--- src/ipv4_cidr_text_parser_unit_defines.svh ---
// Assertion macros shared by the parser RTL.
`ifndef IPV4_CIDR_TEXT_PARSER_UNIT_DEFINES_SVH
`define IPV4_CIDR_TEXT_PARSER_UNIT_DEFINES_SVH

// Same-cycle implication, sampled on clk_i, off while rst_ni is low.
`define ICP_ASSERT_IMP(lbl, ante, cons, msg) \
  lbl: assert property (@(posedge clk_i) disable iff (!rst_ni) (ante) |-> (cons)) \
    else $error(msg);

// Next-cycle implication, sampled on clk_i, off while rst_ni is low.
`define ICP_ASSERT_NXT(lbl, ante, cons, msg) \
  lbl: assert property (@(posedge clk_i) disable iff (!rst_ni) (ante) |=> (cons)) \
    else $error(msg);

`endif

--- src/icp_pkg.sv ---
// Types, constants and character helpers for the IPv4/CIDR text parser.
package icp_pkg;

  localparam int unsigned MAX_ADDR_CHARS_DEF = 15;
  localparam int unsigned PREFIX_SAT         = 64;

  typedef enum logic [1:0] {
    SEG_ADDR     = 2'd0,
    SEG_MASK     = 2'd1,
    SEG_ADDR_END = 2'd2,
    SEG_MASK_END = 2'd3
  } seg_e;

  typedef enum logic [2:0] {
    PH_EXPECT = 3'd0,
    PH_ZERO   = 3'd1,
    PH_OCT    = 3'd2,
    PH_DEC    = 3'd3,
    PH_HEXPRE = 3'd4,
    PH_HEX    = 3'd5,
    PH_DONE   = 3'd6,
    PH_FAIL   = 3'd7
  } num_ph_e;

  typedef enum logic [1:0] {
    PF_WS     = 2'd0,
    PF_DIGITS = 2'd1,
    PF_DONE   = 2'd3
  } pfx_ph_e;

  typedef enum logic [1:0] {
    ST_OK         = 2'd0,
    ST_BAD_MASK   = 2'd1,
    ST_BAD_PREFIX = 2'd2,
    ST_BAD_ADDR   = 2'd3
  } status_e;

  // Number parser outcome: value is zero when not ok.
  typedef struct packed {
    logic        ok;
    logic [31:0] value;
  } num_res_t;

  // Control from the line scanner to the number parser.
  typedef struct packed {
    logic feed;
    logic clr;
  } num_ctl_t;

  typedef struct packed {
    logic [31:0] address;
    logic [31:0] mask;
    logic        mask_given;
    status_e     status;
  } res_t;

  function automatic logic is_dig(input logic [7:0] c);
    return (c >= "0") && (c <= "9");
  endfunction

  function automatic logic is_space(input logic [7:0] c);
    return (c == " ") || ((c >= 8'd9) && (c <= 8'd13));
  endfunction

  // Hex digit value, 16 when not a hex digit.
  function automatic logic [4:0] hex_val(input logic [7:0] c);
    logic [4:0] v;
    if (is_dig(c))                    v = 5'(c - "0");
    else if ((c >= "a") && (c <= "f")) v = 5'(c - "a" + 8'd10);
    else if ((c >= "A") && (c <= "F")) v = 5'(c - "A" + 8'd10);
    else                              v = 5'd16;
    return v;
  endfunction

endpackage

--- src/icp_if.sv ---
// Word channels: character input and parse result output.
interface icp_in_if;
  logic       valid;
  logic       ready;
  logic [7:0] ch;
  logic       last;
  modport source (output valid, ch, last, input ready);
  modport sink   (input valid, ch, last, output ready);
endinterface

interface icp_out_if;
  logic        valid;
  logic        ready;
  logic [31:0] address;
  logic [31:0] mask;
  logic        mask_given;
  logic [1:0]  status;
  modport source (output valid, address, mask, mask_given, status, input ready);
  modport sink   (input valid, address, mask, mask_given, status, output ready);
endinterface

--- src/icp_num.sv ---
// Dotted-quad number accumulator (decimal, octal, hex parts), one character per step.
module icp_num import icp_pkg::*; (
  input  logic      clk_i,
  input  logic      rst_ni,
  input  logic      step_i,
  input  num_ctl_t  ctl_i,
  input  logic [7:0] ch_i,
  output num_res_t  res_o
);

  num_ph_e     ph_q, ph_d, ph_f;
  logic [31:0] val_q, val_d, val_f;
  logic [1:0]  cnt_q, cnt_d, cnt_f;
  logic [7:0]  parts_q [3];
  logic [7:0]  parts_d [3];
  logic [7:0]  parts_f [3];

  logic        dig;
  logic [4:0]  hv;
  logic [3:0]  dv;
  logic [35:0] acc8, acc10, acc16;

  assign dig   = is_dig(ch_i);
  assign hv    = hex_val(ch_i);
  assign dv    = 4'(ch_i - "0");
  assign acc8  = {1'b0, val_q, 3'b0} + 36'(dv);
  assign acc10 = {1'b0, val_q, 3'b0} + {3'b0, val_q, 1'b0} + 36'(dv);
  assign acc16 = {val_q, 4'b0} + 36'(hv[3:0]);

  // State after this character, before any clear.
  always_comb begin
    ph_f    = ph_q;
    val_f   = val_q;
    cnt_f   = cnt_q;
    parts_f = parts_q;
    if (ctl_i.feed && ph_q != PH_FAIL && ph_q != PH_DONE) begin
      if (ch_i == ".") begin
        if (ph_q == PH_EXPECT || ph_q == PH_HEXPRE || cnt_q == 2'd3 ||
            val_q > 32'hFF) begin
          ph_f = PH_FAIL;
        end else begin
          parts_f[cnt_q] = val_q[7:0];
          cnt_f          = cnt_q + 2'd1;
          val_f          = '0;
          ph_f           = PH_EXPECT;
        end
      end else begin
        case (ph_q)
          PH_EXPECT: begin
            if (!dig) begin
              ph_f = PH_FAIL;
            end else if (ch_i == "0") begin
              val_f = '0;
              ph_f  = PH_ZERO;
            end else begin
              val_f = 32'(dv);
              ph_f  = PH_DEC;
            end
          end
          PH_ZERO, PH_OCT: begin
            if (ph_q == PH_ZERO && (ch_i == "x" || ch_i == "X")) begin
              ph_f = PH_HEXPRE;
            end else if (dig) begin
              if (ch_i > "7" || acc8[35:32] != 4'd0) begin
                ph_f = PH_FAIL;
              end else begin
                val_f = acc8[31:0];
                ph_f  = PH_OCT;
              end
            end else begin
              ph_f = is_space(ch_i) ? PH_DONE : PH_FAIL;
            end
          end
          PH_DEC: begin
            if (dig) begin
              if (acc10[35:32] != 4'd0) ph_f = PH_FAIL;
              else                      val_f = acc10[31:0];
            end else begin
              ph_f = is_space(ch_i) ? PH_DONE : PH_FAIL;
            end
          end
          PH_HEXPRE: begin
            if (!hv[4]) begin
              val_f = 32'(hv[3:0]);
              ph_f  = PH_HEX;
            end else begin
              ph_f = PH_FAIL;
            end
          end
          PH_HEX: begin
            if (!hv[4]) begin
              if (acc16[35:32] != 4'd0) ph_f = PH_FAIL;
              else                      val_f = acc16[31:0];
            end else begin
              ph_f = is_space(ch_i) ? PH_DONE : PH_FAIL;
            end
          end
          default: ;
        endcase
      end
    end
  end

  // Assemble the address from the parts, by part count.
  always_comb begin
    res_o = '0;
    if (ph_f != PH_EXPECT && ph_f != PH_HEXPRE && ph_f != PH_FAIL) begin
      case (cnt_f)
        2'd0: res_o = '{ok: 1'b1, value: val_f};
        2'd1: if (val_f <= 32'hFF_FFFF)
                res_o = '{ok: 1'b1, value: {parts_f[0], 24'd0} | val_f};
        2'd2: if (val_f <= 32'hFFFF)
                res_o = '{ok: 1'b1, value: {parts_f[0], parts_f[1], 16'd0} | val_f};
        default: if (val_f <= 32'hFF)
                res_o = '{ok: 1'b1,
                          value: {parts_f[0], parts_f[1], parts_f[2], 8'd0} | val_f};
      endcase
    end
  end

  always_comb begin
    ph_d    = ph_q;
    val_d   = val_q;
    cnt_d   = cnt_q;
    parts_d = parts_q;
    if (step_i) begin
      if (ctl_i.clr) begin
        ph_d    = PH_EXPECT;
        val_d   = '0;
        cnt_d   = '0;
        parts_d = '{default: '0};
      end else begin
        ph_d    = ph_f;
        val_d   = val_f;
        cnt_d   = cnt_f;
        parts_d = parts_f;
      end
    end
  end

  always_ff @(posedge clk_i or negedge rst_ni) begin
    if (!rst_ni) begin
      ph_q    <= PH_EXPECT;
      val_q   <= '0;
      cnt_q   <= '0;
      parts_q <= '{default: '0};
    end else begin
      ph_q    <= ph_d;
      val_q   <= val_d;
      cnt_q   <= cnt_d;
      parts_q <= parts_d;
    end
  end

endmodule

--- src/icp_scan.sv ---
// Line scanner: address/mask segments, prefix length, end-of-line result.
module icp_scan import icp_pkg::*; #(
  parameter int unsigned MAX_ADDR_CHARS = MAX_ADDR_CHARS_DEF
) (
  input  logic       clk_i,
  input  logic       rst_ni,
  input  logic       step_i,
  input  logic [7:0] ch_i,
  input  logic       last_i,
  output res_t       res_o
);

  localparam int unsigned KW = $clog2(MAX_ADDR_CHARS + 1);

  seg_e        seg_q, seg_d, seg_n;
  logic [KW-1:0] kept_q, kept_d, kept_n;
  logic [31:0] saved_q, saved_d, saved_n;
  logic        bad_q, bad_d, bad_n;
  logic [6:0]  pv_q, pv_d, pv_n;
  pfx_ph_e     pp_q, pp_d, pp_n;
  logic        dot_q, dot_d, dot_n;

  num_ctl_t    num_ctl;
  num_res_t    num_res;
  logic        dig;
  logic [9:0]  pv_acc;
  logic        given;

  assign dig    = is_dig(ch_i);
  assign pv_acc = {pv_q, 3'b0} + {2'b0, pv_q, 1'b0} + 10'(ch_i - "0");

  icp_num u_num (
    .clk_i  (clk_i),
    .rst_ni (rst_ni),
    .step_i (step_i),
    .ctl_i  (num_ctl),
    .ch_i   (ch_i),
    .res_o  (num_res)
  );

  // Line state after this character.
  always_comb begin
    seg_n         = seg_q;
    kept_n        = kept_q;
    saved_n       = saved_q;
    bad_n         = bad_q;
    pv_n          = pv_q;
    pp_n          = pp_q;
    dot_n         = dot_q;
    num_ctl.feed  = 1'b0;
    num_ctl.clr   = last_i;
    if (ch_i == 8'd0) begin
      if (seg_q == SEG_ADDR)      seg_n = SEG_ADDR_END;
      else if (seg_q == SEG_MASK) seg_n = SEG_MASK_END;
    end else if (seg_q == SEG_ADDR) begin
      if (ch_i == "/") begin
        bad_n       = !num_res.ok;
        saved_n     = num_res.value;
        num_ctl.clr = 1'b1;
        seg_n       = SEG_MASK;
      end else if ((dig || ch_i == ".") && kept_q < KW'(MAX_ADDR_CHARS)) begin
        kept_n       = kept_q + 1'b1;
        num_ctl.feed = 1'b1;
      end
    end else if (seg_q == SEG_MASK) begin
      if (ch_i == ".") dot_n = 1'b1;
      num_ctl.feed = 1'b1;
      case (pp_q)
        PF_WS: begin
          if (!is_space(ch_i)) begin
            if (ch_i == "+") begin
              pp_n = PF_DIGITS;
            end else if (dig) begin
              pv_n = 7'(ch_i - "0");
              pp_n = PF_DIGITS;
            end else begin
              pv_n = '0;
              pp_n = PF_DONE;
            end
          end
        end
        PF_DIGITS: begin
          if (dig) pv_n = (pv_acc > 10'(PREFIX_SAT)) ? 7'(PREFIX_SAT) : pv_acc[6:0];
          else     pp_n = PF_DONE;
        end
        default: ;
      endcase
    end
  end

  // Result at the line's last character; mask is checked before address.
  always_comb begin
    given = (seg_n == SEG_MASK) || (seg_n == SEG_MASK_END);
    res_o = '{address: '0, mask: '0, mask_given: given, status: ST_OK};
    if (given) begin
      if (dot_n) begin
        if (!num_res.ok) res_o.status = ST_BAD_MASK;
        else             res_o.mask   = num_res.value;
      end else if (pv_n < 7'd1 || pv_n > 7'd32) begin
        res_o.status = ST_BAD_PREFIX;
      end else begin
        res_o.mask = ~(32'hFFFF_FFFF >> pv_n[5:0]);
      end
      if (res_o.status == ST_OK) begin
        if (bad_n) res_o.status  = ST_BAD_ADDR;
        else       res_o.address = saved_n;
      end
    end else begin
      if (num_res.ok) res_o.address = num_res.value;
      else            res_o.status  = ST_BAD_ADDR;
    end
  end

  always_comb begin
    seg_d   = seg_q;
    kept_d  = kept_q;
    saved_d = saved_q;
    bad_d   = bad_q;
    pv_d    = pv_q;
    pp_d    = pp_q;
    dot_d   = dot_q;
    if (step_i) begin
      if (last_i) begin
        seg_d   = SEG_ADDR;
        kept_d  = '0;
        saved_d = '0;
        bad_d   = 1'b0;
        pv_d    = '0;
        pp_d    = PF_WS;
        dot_d   = 1'b0;
      end else begin
        seg_d   = seg_n;
        kept_d  = kept_n;
        saved_d = saved_n;
        bad_d   = bad_n;
        pv_d    = pv_n;
        pp_d    = pp_n;
        dot_d   = dot_n;
      end
    end
  end

  always_ff @(posedge clk_i or negedge rst_ni) begin
    if (!rst_ni) begin
      seg_q   <= SEG_ADDR;
      kept_q  <= '0;
      saved_q <= '0;
      bad_q   <= 1'b0;
      pv_q    <= '0;
      pp_q    <= PF_WS;
      dot_q   <= 1'b0;
    end else begin
      seg_q   <= seg_d;
      kept_q  <= kept_d;
      saved_q <= saved_d;
      bad_q   <= bad_d;
      pv_q    <= pv_d;
      pp_q    <= pp_d;
      dot_q   <= dot_d;
    end
  end

endmodule

--- src/ipv4_cidr_text_parser_unit.sv ---
// IPv4 address / CIDR text parser. One character word per cycle enters an
// input register, save that a last word waits there for a free result slot;
// the line scanner (digit/dot accumulator with constant-base multiply-add,
// prefix counter) updates its state from that register, and when the word is
// marked last the parse result and out_o.valid are loaded into the output
// register. Sustained rate is one word per cycle while no last word waits.
// Input stays open while a finished result waits, until a second last word
// reaches the input register behind it.
// Status codes: ok, bad dotted mask, prefix out of range, bad address; on a
// mask error both address and mask read zero, on an address error the mask
// is kept. The bytes before '/' that are not digits or dots are skipped, and
// at most MAX_ADDR_CHARS digits/dots are kept. A zero byte ends the text.
`include "ipv4_cidr_text_parser_unit_defines.svh"

module ipv4_cidr_text_parser_unit import icp_pkg::*; #(
  parameter int unsigned MAX_ADDR_CHARS = MAX_ADDR_CHARS_DEF
) (
  input  logic             clk_i,
  input  logic             rst_ni,
  icp_in_if.sink           in_i,
  icp_out_if.source        out_o
);

  // Input register.
  logic       in_v_q;
  logic [7:0] in_ch_q;
  logic       in_last_q;

  // Output register.
  logic       out_v_q;
  res_t       res_q;

  res_t       res;
  logic       advance;

  // A non-last word never waits; a last word waits for a free result slot.
  assign advance     = in_v_q && (!in_last_q || !out_v_q || out_o.ready);
  assign in_i.ready  = !in_v_q || advance;

  icp_scan #(
    .MAX_ADDR_CHARS (MAX_ADDR_CHARS)
  ) u_scan (
    .clk_i  (clk_i),
    .rst_ni (rst_ni),
    .step_i (advance),
    .ch_i   (in_ch_q),
    .last_i (in_last_q),
    .res_o  (res)
  );

  always_ff @(posedge clk_i or negedge rst_ni) begin
    if (!rst_ni) begin
      in_v_q <= 1'b0;
    end else if (in_i.ready) begin
      in_v_q <= in_i.valid;
    end
  end

  always_ff @(posedge clk_i) begin
    if (in_i.valid && in_i.ready) begin
      in_ch_q   <= in_i.ch;
      in_last_q <= in_i.last;
    end
  end

  always_ff @(posedge clk_i or negedge rst_ni) begin
    if (!rst_ni) begin
      out_v_q <= 1'b0;
    end else if (advance && in_last_q) begin
      out_v_q <= 1'b1;
    end else if (out_o.ready) begin
      out_v_q <= 1'b0;
    end
  end

  always_ff @(posedge clk_i) begin
    if (advance && in_last_q) begin
      res_q <= res;
    end
  end

  assign out_o.valid      = out_v_q;
  assign out_o.address    = res_q.address;
  assign out_o.mask       = res_q.mask;
  assign out_o.mask_given = res_q.mask_given;
  assign out_o.status     = res_q.status;

  `ICP_ASSERT_IMP(a_nonlast_moves, in_v_q && !in_last_q, advance,
                  "non-last word stalled in input register")
  `ICP_ASSERT_NXT(a_last_loads, advance && in_last_q, out_v_q,
                  "line end did not produce a result")
  `ICP_ASSERT_IMP(a_mask_err_zero,
                  out_v_q && (res_q.status == ST_BAD_MASK || res_q.status == ST_BAD_PREFIX),
                  res_q.address == 32'd0 && res_q.mask == 32'd0,
                  "mask error result carries nonzero fields")
  `ICP_ASSERT_IMP(a_no_mask_zero, out_v_q && !res_q.mask_given, res_q.mask == 32'd0,
                  "mask set without a mask part")

endmodule

--- src/flat_wrapper.sv ---
// flat-port wrapper written by rule: the top's interface ports become plain ports
module ipv4_cidr_text_parser_unit_flat import icp_pkg::*;
#(
  parameter int unsigned MAX_ADDR_CHARS = MAX_ADDR_CHARS_DEF
)
  (clk_i, rst_ni, in_i_valid, in_i_ch, in_i_last, in_i_ready, out_o_valid, out_o_address, out_o_mask, out_o_mask_given, out_o_status, out_o_ready);
  icp_in_if in_i_i ();
  icp_out_if out_o_i ();
  input  logic clk_i;
  input  logic rst_ni;
  input wire logic [$bits(in_i_i.valid)-1:0] in_i_valid;
  input wire logic [$bits(in_i_i.ch)-1:0] in_i_ch;
  input wire logic [$bits(in_i_i.last)-1:0] in_i_last;
  output wire logic [$bits(in_i_i.ready)-1:0] in_i_ready;
  output wire logic [$bits(out_o_i.valid)-1:0] out_o_valid;
  output wire logic [$bits(out_o_i.address)-1:0] out_o_address;
  output wire logic [$bits(out_o_i.mask)-1:0] out_o_mask;
  output wire logic [$bits(out_o_i.mask_given)-1:0] out_o_mask_given;
  output wire logic [$bits(out_o_i.status)-1:0] out_o_status;
  input wire logic [$bits(out_o_i.ready)-1:0] out_o_ready;
  assign in_i_i.valid = in_i_valid;
  assign in_i_i.ch = in_i_ch;
  assign in_i_i.last = in_i_last;
  assign in_i_ready = in_i_i.ready;
  assign out_o_valid = out_o_i.valid;
  assign out_o_address = out_o_i.address;
  assign out_o_mask = out_o_i.mask;
  assign out_o_mask_given = out_o_i.mask_given;
  assign out_o_status = out_o_i.status;
  assign out_o_i.ready = out_o_ready;
  ipv4_cidr_text_parser_unit #(.MAX_ADDR_CHARS(MAX_ADDR_CHARS)) u_core (.clk_i(clk_i), .rst_ni(rst_ni), .in_i(in_i_i), .out_o(out_o_i));
endmodule
--- config.mk ---
export PLATFORM = sky130hd
export DESIGN_NAME = ipv4_cidr_text_parser_unit_flat
export DESIGN_NICKNAME = d
export VERILOG_FILES = /design/src/icp_pkg.sv /design/src/icp_if.sv /design/src/icp_num.sv /design/src/icp_scan.sv /design/src/ipv4_cidr_text_parser_unit.sv /design/src/flat_wrapper.sv
export VERILOG_INCLUDE_DIRS = /design/src /design/src/src
export SDC_FILE = /design/constraint.sdc
export NUM_CORES = 1
export LEC_CHECK = 0
export ABC_AREA = 0
export BUFFER_PORTS_ARGS = -buffer_cell sky130_fd_sc_hd__buf_2
export CORE_MARGIN = 1
export CORE_UTILIZATION = 40
export CTS_CLUSTER_SIZE = 10
export DETAILED_ROUTE_END_ITERATION = 16
export GPL_TIMING_DRIVEN = 0
export PLACE_DENSITY = 0.62
export SETUP_SLACK_MARGIN = 0.2
export SKIP_LAST_GASP = 1
export SYNTH_ARGS = -nofsm -noshare
export SYNTH_HDL_FRONTEND = slang
export SYNTH_SLANG_ARGS = --single-unit
--- constraint.sdc ---
create_clock -name clk_i -period 18.65 [get_ports clk_i]
set_input_delay 1.865 -clock clk_i [delete_from_list [all_inputs] [get_ports clk_i]]
set_output_delay 1.865 -clock clk_i [all_outputs]
set_load 0.03 [all_outputs]
# == Word level (Yosys, flattened, before mapping) ==
# Index checks and enable logic that the tools add are counted.
# totals
ff_bits,188
latch_bits,0
mem_bits_rw,0
romBits,0
inputBits,13
output_inout_bits,69
word_cells,252
mem_count,0
# op_classes
add_sub_neg,14
mul,0
div,0
n_lt_le_gt_ge,19
n_eq_ne,28
shift,1
muxes,116
bitwise,5
n_reduce_logical,48
# op_table
operator,n
32-bit two-way mux,23
32-bit one-hot mux with 5 select lines,1
33-bit two-way mux,4
33-bit one-hot mux with 3 select lines,1
24-bit two-way mux,4
32-bit OR,3
36-bit by 4-bit adder with 36-bit output,2
7-bit two-way mux,9
2-bit two-way mux,28
"8-bit by 6-bit == test with 1-bit output, second input constant",5
35-bit by 33-bit adder with 36-bit output,1
35-bit by 4-bit adder with 36-bit output,1
3-bit two-way mux,12
"32-bit by 8-bit greater-than comparator with 1-bit output, second input constant",1
"32-bit by 16-bit <= comparator with 1-bit output, second input constant",1
"32-bit by 24-bit <= comparator with 1-bit output, second input constant",1
"32-bit by 8-bit <= comparator with 1-bit output, second input constant",1
32-bit NOT,1
"32-bit by 6-bit right shift with 32-bit output, first input constant",1
24-bit bitwise mux,1
4-bit two-way mux,6
1-bit two-way mux,19
8-bit demux with 2-bit select,1
"8-bit by 7-bit == test with 1-bit output, second input constant",2
47 further kinds,102

# == Depth between registers and ports, before layout ==
# Gate-level depths: netlist (run 1).
# depth
word_depth,23
ltp_mapped,23

# == Cells and area by module ==
# From an unflattened synthesis (run 1), not the netlist that was laid out.
# unflattened
cells_unflattened,1752
hier_area_um2,15911.5
# modules_own_cells
mod,n_inst,cells_each,area_each_um2,seq_area_each_um2
icp_num,1,1123,8927.3,1526.5
icp_scan,1,543,4595.7,1226.2
ipv4_cidr_text_parser_unit,1,86,2388.5,2332.2

# == Least setup slack after synthesis (run 1) ==
# No wires, ideal clock.
# synth_timing
path_type,register to register
from,reg u_core.in_ch_q[3]
to,"reg u_core.res_q (netlist bit u_core.out_o.mask[28]), data pin"
setup_time_ns,0.147
t_arrival_ns,5.993
t_required_ns,18.503
setup_slack_ns,12.510
stages_incl_launch_ff,21
path_buffers,3
period_less_slack_ns,6.140
cell_sequence,edfxtp_1 > clkbuf_1 > inv_1 > fa_1 > fa_1 > nand2b_1 > a21oi_1 > o21ai_0 > a311oi_1 > o21ai_0 > xnor2_1 > or4_4 > a221o_1 > a2111o_1 > or4_1 > buf_2 > a31oi_4 > o211a_1 > buf_6 > or3b_1 > a21oi_1
# synth_between
elab_chain_cells,18
# synth_rtl
item,line_no,source
"start, declared",ipv4_cidr_text_parser_unit.sv:26,logic [7:0] in_ch_q;
"start signal, assigned",ipv4_cidr_text_parser_unit.sv:61,in_ch_q <= in_i.ch;
"5-bit by 1-bit subtractor with 5-bit output, or another cell as far along","icp_pkg.sv:69, icp_pkg.sv:70",
5-bit by 4-bit adder with 5-bit output or 1-bit logical AND (tied branches),"icp_pkg.sv:69, icp_pkg.sv:70",
5-bit two-way mux,icp_pkg.sv:70,"else if ((c >= ""A"") && (c <= ""F"")) v = 5'(c - ""A"" + 8'd10);"
5-bit two-way mux,icp_pkg.sv:69,"else if ((c >= ""a"") && (c <= ""f"")) v = 5'(c - ""a"" + 8'd10);"
5-bit two-way mux,icp_pkg.sv:68,"if (is_dig(c)) v = 5'(c - ""0"");"
36-bit by 4-bit adder with 36-bit output,icp_num.sv:28,"assign acc16 = {val_q, 4'b0} + 36'(hv[3:0]);"
4-bit nonzero test,icp_num.sv:92,if (acc16[35:32] != 4'd0) ph_f = PH_FAIL;
32-bit two-way mux or 3-bit two-way mux (tied branches),icp_num.sv:92,
[... 2 more ...],n/a,
32-bit two-way mux or 3-bit two-way mux (tied branches),icp_num.sv:37,"if (ch_i == ""."") begin"
32-bit two-way mux or 3-bit two-way mux (tied branches),icp_num.sv:36,if (ctl_i.feed && ph_q != PH_FAIL && ph_q != PH_DONE) begin
"32-bit by 8-bit <= comparator with 1-bit output, or another cell as far along",icp_num.sv:114,default: if (val_f <= 32'hFF)
"33-bit two-way mux, or another cell as far along",icp_num.sv:114,
33-bit one-hot mux with 3 select lines or 1-bit logical AND (tied branches),"icp_num.sv:108, icp_num.sv:107",
33-bit two-way mux,icp_num.sv:107,if (ph_f != PH_EXPECT && ph_f != PH_HEXPRE && ph_f != PH_FAIL) begin
32-bit two-way mux,icp_scan.sv:97,if (!num_res.ok) res_o.status = ST_BAD_MASK;
32-bit two-way mux,icp_scan.sv:96,if (dot_n) begin
"end signal, assigned",ipv4_cidr_text_parser_unit.sv:78,res_q <= res;
"end, declared",ipv4_cidr_text_parser_unit.sv:31,res_t res_q;
# Parallel ways exist; a longest one is shown, timed or not.
# A chain may end at the register's enable or synchronous reset.

# == Worst setup path in the final report (run 1) ==
# layout_timing
from,reg u_core.in_ch_q[3]
to,reg u_core.u_scan.saved_q[30]
# layout_between
elab_chain_cells,20
# layout_rtl
item,line_no,source
"5-bit by 1-bit subtractor with 5-bit output, or another cell as far along","icp_pkg.sv:69, icp_pkg.sv:70",
5-bit by 4-bit adder with 5-bit output or 1-bit logical AND (tied branches),"icp_pkg.sv:69, icp_pkg.sv:70",
5-bit two-way mux,icp_pkg.sv:70,
5-bit two-way mux,icp_pkg.sv:69,
5-bit two-way mux,icp_pkg.sv:68,
36-bit by 4-bit adder with 36-bit output,icp_num.sv:28,
4-bit nonzero test,icp_num.sv:92,
32-bit two-way mux or 3-bit two-way mux (tied branches),icp_num.sv:92,
[... 4 more ...],n/a,
"32-bit by 8-bit <= comparator with 1-bit output, or another cell as far along",icp_num.sv:114,
"33-bit two-way mux, or another cell as far along",icp_num.sv:114,
33-bit one-hot mux with 3 select lines or 1-bit logical AND (tied branches),"icp_num.sv:108, icp_num.sv:107",
33-bit two-way mux,icp_num.sv:107,
32-bit two-way mux,icp_scan.sv:56,"if (ch_i == ""/"") begin"
32-bit two-way mux,icp_scan.sv:55,end else if (seg_q == SEG_ADDR) begin
32-bit two-way mux (*),icp_scan.sv:52,if (ch_i == 8'd0) begin
32-bit two-way mux (*),icp_scan.sv:123,if (last_i) begin
"end signal, assigned",icp_scan.sv:155,saved_q <= saved_d;
"end, declared",icp_scan.sv:17,"logic [31:0] saved_q, saved_d, saved_n;"
# Mark *: on every way between the ends. The rest lies on a longest branch, timed or not.

==> results.md, run 1 <==
- Syn Inst Count: 1,752
- Fmax: 118 MHz
- Number of resized instances in the post-cts repair step: 0
- Num CTS Buffers: 17
- Non-filler instance count after layout: 2,337
- Cells after DPL: 2,305
- Residual antenna-violating net count after detailed routing: 0
- I/O pin cnt: 82
- Maximum number of pins on one net before global-route repair: 74
- Largest voltage drop on the vdd net: 0.0000693 V
- Wire length of the first global-routing pass: 90,500 microns
- Seq/Total Area, Yosys: 0.341
- Flip-flop and latch area: 0.00508 sq mm
- Maximum clock insertion buffer count: 2
- Die Footprint: 0.0381 sq mm
- Antenna diode instance count: 0
- Number of buffer and inverter instances along the worst setup path: 4
- Initial antenna violation count: 0
- RSZ-0062 raised after global routing: false
- Number of flops mapped to enable cells by yosys: 76
- Power density over the cells: 61.5 mW/mm^2
- Critical Path RT: 18.96 ns
- Total Wirelength: 60,900 microns
- Synth Net Count: 1,863
- Startpoint kind of the worst setup timing path: flip-flop
- Placer's final routability congestion estimate: 1.05
- Die extent in x: 195 microns
- Via count normalized by instance count: 6.49
- Number of fillers in the final layout: 3,715
- Commonest register cell after synthesis: dfrtp_1
- Sort of element at the end of the critical path: flip-flop
- Overflow left after global routing: 0
- Cell with the largest stage delay on the worst path: xnor2_1
- Cell-by-cell listing of the critical path: clkbuf_1, inv_1, fa_1, fa_1, nand2b_1, a21oi_1, o21ai_0, a311oi_1, o21ai_0, xnor2_1, o21ai_1, a21oi_1, a221o_1, or4_1, buf_2, nor2_1, o31ai_1, or2_1, buf_2, o21ai_1
- Kind of cell adding the most delay to the critical path: compound AO/OA/AOI/OAI gates
- Die Span Y: 195 microns
- Multi-input gate area in the final layout: 0.00905 sq mm
- Setup Fix Bufs, Post-CTS: 0
- Cell at the root of the clock tree: clkbuf_16
- First-pass iteration count of the detailed router: 6
- Total negative slack for setup checks: 0 ns
- Minimum hold slack: 0.486 ns
- First DRT Iteration DRCs: 1,855
- Number of warnings printed during yosys synthesis: 0
- Net count of the finished layout: 1,967
- Slew @ Worst Pin: 1.32 ns
- Number of max-cap violations: 0
- Distinct cell type count after synthesis: 94
- Critical path peak fanout: 10
- Vias in the first global route: 14,400
- Routed vias: 15,200
- Minimum period implied by the final worst setup slack: 8.48 ns
- CTS tree: yes
- Clock transition at path regs: 0.08 ns
- CTS Hold Bufs: 0
- Clock skew after layout: 0.0139 ns
- Number of buffer cells added on primary ports: 81
- Final setup violation count: 0
- #FFs+latches synth: 188
- Arrival time at the worst endpoint: 8.78 ns
- Synthesis-to-layout area growth: 11.2%
- Critical path start-end classification: flip-flop to flip-flop
- Post-route clock period utilization: 0.455
- Routed length per placed instance: 26.1 microns
- Total half-perimeter wirelength after legalization and detailed placement: 47,400 microns
- Starting density of the core: 0.407
- Relative slew slack: 0.114
- Clk Latency, worst-skew pair: 0.46 ns
- Share of post-route cells with drive strength above 1: 0.0926
- Synthesized area per cell: 8.52 sq um
- Share of synthesized registers carrying an async set or reset: 0.596
- DRC violation count after routing: 0
- Static power due to leakage: 6.66 nW
- Endpoints failing hold: 0
- Max-slew violation count: 0
- Clk sink count: 188
- Total power consumption of the routed design: 1.02 mW
- Result of the run: finished clean
- H-tree depth reported by CTS: 4
- Mapped Area: 0.0149 sq mm
- Rows: 70
- Longest individual stage delay on the worst path: 1.11 ns
- Overall global routing resource usage: 0.317
- Area inside the core boundary: 0.0367 sq mm
- Worst hold-check path type: flip-flop to flip-flop
cell usage after synthesis, types with 13 or more instances:
master	number	area, sq um
edfxtp_1	76	2280
nor2_1	114	428
nand2_1	198	743
o2bb2ai_1	17	149
o21a_1	15	113
ha_1	90	1130
a22o_1	67	587
mux2i_1	22	220
xor2_1	18	158
o211ai_1	17	128
a21oi_1	147	736
buf_2	13	65.1
o21ai_1	18	90.1
a31oi_1	30	188
clkbuf_1	97	364
nor4_1	22	138
inv_1	74	278
dfrtp_1	112	2800
nand3_1	52	260
and2_1	16	100
and3_1	16	100
a21o_1	16	120
a22oi_1	14	105
o22ai_1	29	181
o21ai_0	118	591
xnor2_1	44	385
nand4_1	22	138
nor3_1	32	160
nand2b_1	17	106
state kept, by name, indices dropped and copies added, names as in the netlist:
| name | cells |
|---|---|
| u_core.out_o.address | 32 |
| u_core.u_scan.kept_q | 4 |
| u_core.out_o.mask_given | 1 |
| u_core.u_scan.u_num.val_q | 32 |
| u_core.u_scan.bad_q | 1 |
| u_core.u_scan.u_num.cnt_q | 2 |
| u_core.u_scan.pv_q | 7 |
| u_core.u_scan.dot_q | 1 |
| u_core.in_v_q | 1 |
| u_core.u_scan.saved_q | 32 |
| u_core.out_o.valid | 1 |
| u_core.u_scan.u_num.parts_q | 24 |
| u_core.u_scan.u_num.ph_q | 3 |
| u_core.in_last_q | 1 |
| u_core.out_o.status | 2 |
| u_core.out_o.mask | 32 |
| u_core.u_scan.seg_q | 2 |
| u_core.in_ch_q | 8 |
| u_core.u_scan.pp_q | 2 |
report_power, final:
part / internal, mW / switching [mW]
sequential: 0.442 / 0.00930
clock: 0.206 / 0.194
combinational: 0.0445 / 0.125
total: 0.693 / 0.328
through the flow:
| stage | util | setup slack (ns) | instance area (sq um) |
|---|---|---|---|
| 4_1_cts | 0.452 | 10.52 | 16600 |
| 5_1_grt | 0.452 | 9.87 | 16600 |
| 3_3_place_gp | 0.434 | 10.58 | 15900 |
| 3_5_place_dp | 0.435 | 10.53 | 16000 |
| 2_1_floorplan | - | 12.51 | 14900 |
| 6_report | 0.452 | 10.17 | 16600 |
worst register-to-register path: cells and delay by family (launching register included):
kind / cells / cell delay, ns
buf+inv: 4 / 1.01
compound gates: 9 / 3.93
fa+ha+maj: 2 / 0.94
flops: 1 / 0.55
xor+xnor: 1 / 1.11
simple gates: 4 / 0.78
path summary, 6_finish.rpt:
| kind | startpoint | end | slack, ns | depth (start not counted) |
|---|---|---|---|---|
| max in group asynchronous | rst_ni | u_core.u_scan.pv_q[0] | 16.56 | 2 |
| min reg2reg | u_core.u_scan.saved_q[18] | u_core.u_scan.saved_q[18] | 0.49 | 2 |
| min in group asynchronous | rst_ni | u_core.u_scan.saved_q[20] | 1.36 | 1 |
| min | u_core.u_scan.saved_q[18] | u_core.u_scan.saved_q[18] | 0.49 | 2 |
| max | u_core.in_ch_q[3] | u_core.u_scan.saved_q[30] | 10.17 | 20 |
| max reg2reg | u_core.in_ch_q[3] | u_core.u_scan.saved_q[30] | 10.17 | 20 |
final cells by class:
cell class / instances / share of cell area
tap: 468 / 0.0353
multi-input combinational: 1368 / 0.546
clock inverter: 15 / 0.0118
buffer: 122 / 0.0307
clock buffer: 17 / 0.0256
sequential: 188 / 0.306
inverter: 74 / 0.0169
timing repair buffer: 85 / 0.0278
per-layer routing:
layer,part of all wire,GRT usage,up-vias
met5,0,0,-
met3,0.092,0.0713,126
met2,0.43,0.472,797
li1,-,-,6800
met1,0.44,0.447,7435
met4,0.037,0.116,0
cell families after synthesis:
logic type	Yosys count	synth area share
AO/OA/AOI/OAI	623	0.283
AND/OR/NAND/NOR	558	0.183
buffers and inverters	196	0.0527
flip-flops	188	0.341
adder cells (fa/ha/maj)	98	0.0862
XOR/XNOR	62	0.0364
multiplexers	27	0.0185
placed cells by master (no fill, tap or decap), types with 17 or more instances in the layout:
cell	instances
ha_1	90
nor4_1	22
xnor2_1	44
a21oi_1	147
nand2_1	198
nor3_1	32
nor2_1	114
xor2_1	18
a31oi_1	30
buf_2	94
edfxtp_1	76
clkbuf_1	97
nand2b_1	17
o22ai_1	29
inv_1	73
mux2i_1	22
a22o_1	67
nand3_1	52
nand4_1	22
o21ai_0	117
dfrtp_1	112
o211ai_1	17
o21ai_1	19
o2bb2ai_1	17
clkbuf_16	17
Note: power is estimated with default switching activity, not from simulation.
==> run 2, diff against run 1 <==
==> constraint.sdc (replaced) <==
create_clock -name clk_i -period 8.3 [get_ports clk_i]
set_input_delay 0.83 -clock clk_i [delete_from_list [all_inputs] [get_ports clk_i]]
set_output_delay 0.83 -clock clk_i [all_outputs]
set_load 0.03 [all_outputs]
==> run 2 against run 1 <==
  * Sequential share of layout area about the same
  * Critical path depth increased by 1
  * Worst hold slack got worse by 0.16 ns
  * Fmax increased by 9.6%
  * Final cell count about the same
  * Final area increased by 0.13%
  * Wire length decreased by 0.11%
  * Clock power increased by 130%
  * Via count about the same
  * Register-to-register slack got worse by 9.6 ns
==> results.md, run 2 (synthesis results as in run 1) <==
- Result of the run: finished clean
- Critical Path RT: 8.57 ns
- Kind of cell adding the most delay to the critical path: compound AO/OA/AOI/OAI gates
- Die Footprint: 0.0381 sq mm
- Number of max-cap violations: 0
- I/O pin cnt: 82
- Clk Latency, worst-skew pair: 0.46 ns
- Post-route clock period utilization: 0.932
- Cell at the root of the clock tree: clkbuf_16
- Number of fillers in the final layout: 3,716
- Total negative slack for setup checks: 0 ns
- Power dissipated by switching net loads: 737 uW
- Largest voltage drop on the vdd net: 0.000155 V
- Synthesis-to-layout area growth: 11.4%
- R2R depth: 21
- Arrival time at the worst endpoint: 8.00 ns
- Wire length of the first global-routing pass: 90,500 microns
- Setup crit start: u_core.in_ch_q[3]
- CTS Hold Bufs: 0
- Rows: 70
- CTS tree: yes
- Final setup violation count: 0
- Via count normalized by instance count: 6.49
- Num CTS Buffers: 17
- Slew @ Worst Pin: 1.17 ns
- Relative slew slack: 0.215
- Power density over the cells: 138 mW/mm^2
- H-tree depth reported by CTS: 4
- Critical path peak fanout: 10
- Die extent in x: 195 microns
- RSZ-0062 raised after global routing: false
- Worst setup slack after layout: 0.568 ns
- Maximum clock insertion buffer count: 2
- Switching fraction of total power: 0.321
- Starting density of the core: 0.407
- Commonest non-fill, non-tap cell in the layout: nand2_1
- Clock skew after layout: 0.0115 ns
- Initial antenna violation count: 0
- Reg-to-reg setup timing slack: 0.57 ns
- Leading cell types in the layout, fill and taps excluded: nand2_1 (198), a21oi_1 (147), o21ai_0 (117)
- Power share of the combinational group: 0.166
- Endpoints failing hold: 0
- Worst R2R End: u_core.out_o.address[24]
- Cell-by-cell listing of the critical path: buf_1, inv_1, fa_1, fa_1, nand2b_1, a21oi_1, o21ai_0, a311oi_2, buf_4, o21ai_0, xnor2_2, o21ai_1, nand2_1, a2111o_1, or4_1, buf_2, nor2_1, o211a_1, o2111a_1, buf_2, o2bb2ai_1
- Minimum hold slack: 0.324 ns
- Clk sink count: 188
- Internal power of the cells: 1.56 mW
- Residual antenna-violating net count after detailed routing: 0
- Routed length per placed instance: 26.0 microns
- Net count of the finished layout: 1,968
- Sequential Power Share: 0.442
- Static power due to leakage: 6.68 nW
- Total half-perimeter wirelength after legalization and detailed placement: 47,400 microns
- Number of buffer and inverter instances along the worst setup path: 5
- Sort of element at the end of the critical path: flip-flop
- Overflow left after global routing: 0
- First-pass iteration count of the detailed router: 8
- Antenna diode instance count: 0
- Worst R2R Start: u_core.in_ch_q[3]
- Fmax: 129 MHz
- Number of buffer cells added on primary ports: 81
- Longest individual stage delay on the worst path: 0.72 ns
- Minimum period implied by the final worst setup slack: 7.73 ns
- Max-slew violation count: 0
- Vias in the first global route: 14,400
- Placer's final routability congestion estimate: 1.05
- Instance count on the critical path: 21
- Total power consumption of the routed design: 2.29 mW
- Overall global routing resource usage: 0.317
- Worst hold-check path type: input port to asynchronous set/reset pin
- Cell with the largest stage delay on the worst path: o21ai_1
- Area inside the core boundary: 0.0367 sq mm
- Setup WS pre-CTS: 0.182 ns
- Critical path start-end classification: flip-flop to flip-flop
- Startpoint kind of the worst setup timing path: flip-flop
- Clock power share: 0.392
- Die Span Y: 195 microns
- Critical path capture point: u_core.out_o.address[24]
- Routed vias: 15,200
- Share of post-route cells with drive strength above 1: 0.0941
- Maximum number of pins on one net before global-route repair: 74
- Clock transition at path regs: 0.08 ns
- Total Wirelength: 60,800 microns
- First DRT Iteration DRCs: 1,805
- DRC violation count after routing: 0
==> run 2: power by group through the flow <==
stage               registers, mW  logic [mW]  clock network [mW]
floorplan                    1.06       0.206                   0
global placement             1.03       0.363                   0
detailed placement           1.03       0.368                   0
CTS                          1.01       0.370               0.906
global route                 1.02       0.403               0.934
finish                       1.01       0.380               0.900
==> run 2: metrics by stage <==
stage	util	instances	instance area (sq um)
6_report	0.453	2338	16600
3_5_place_dp	0.435	2305	16000
2_1_floorplan	-	1752	14900
4_1_cts	0.453	2337	16600
5_1_grt	0.453	2338	16600
3_3_place_gp	0.434	2301	15900
==> run 2: repair_timing <==
item                       4_1_cts  5_1_grt
setup endpoints to repair        2       98
gates cloned                     0        0
setup buffers                    0        1
pin swaps                        0        1
gates resized for setup          1        3
==> run 2: worst min path at each step <==
stage | cells past startpoint | from | slack (ns) | endpoint
global route | 1 | rst_ni | 0.37 | u_core.u_scan.saved_q[20]
finish | 1 | rst_ni | 0.32 | u_core.u_scan.saved_q[20]
global placement | 2 | u_core.u_scan.saved_q[17] | 0.47 | u_core.u_scan.saved_q[17]
detailed placement | 2 | u_core.u_scan.saved_q[21] | 0.47 | u_core.u_scan.saved_q[21]
floorplan | 2 | u_core.u_scan.saved_q[17] | 0.45 | u_core.u_scan.saved_q[17]
CTS | 1 | rst_ni | 0.35 | u_core.u_scan.saved_q[20]
==> run 2: layer usage <==
layer	wire (microns)	track usage
met5	0	0
met4	2330	0.116
met3	5770	0.0713
met2	25800	0.472
met1	26900	0.447
==> run 2: final cells by class <==
class                           count  area [sq um]  share of cell area
Timing Repair Buffer               86           469              0.0282
Clock buffer                       17           425              0.0256
Tap cell                          468           586              0.0352
Buffer                            122           509              0.0306
Inverter                           74           280              0.0169
Sequential cell                   188          5080               0.306
Clock inverter                     15           196              0.0118
Multi-Input combinational cell   1368          9070               0.546
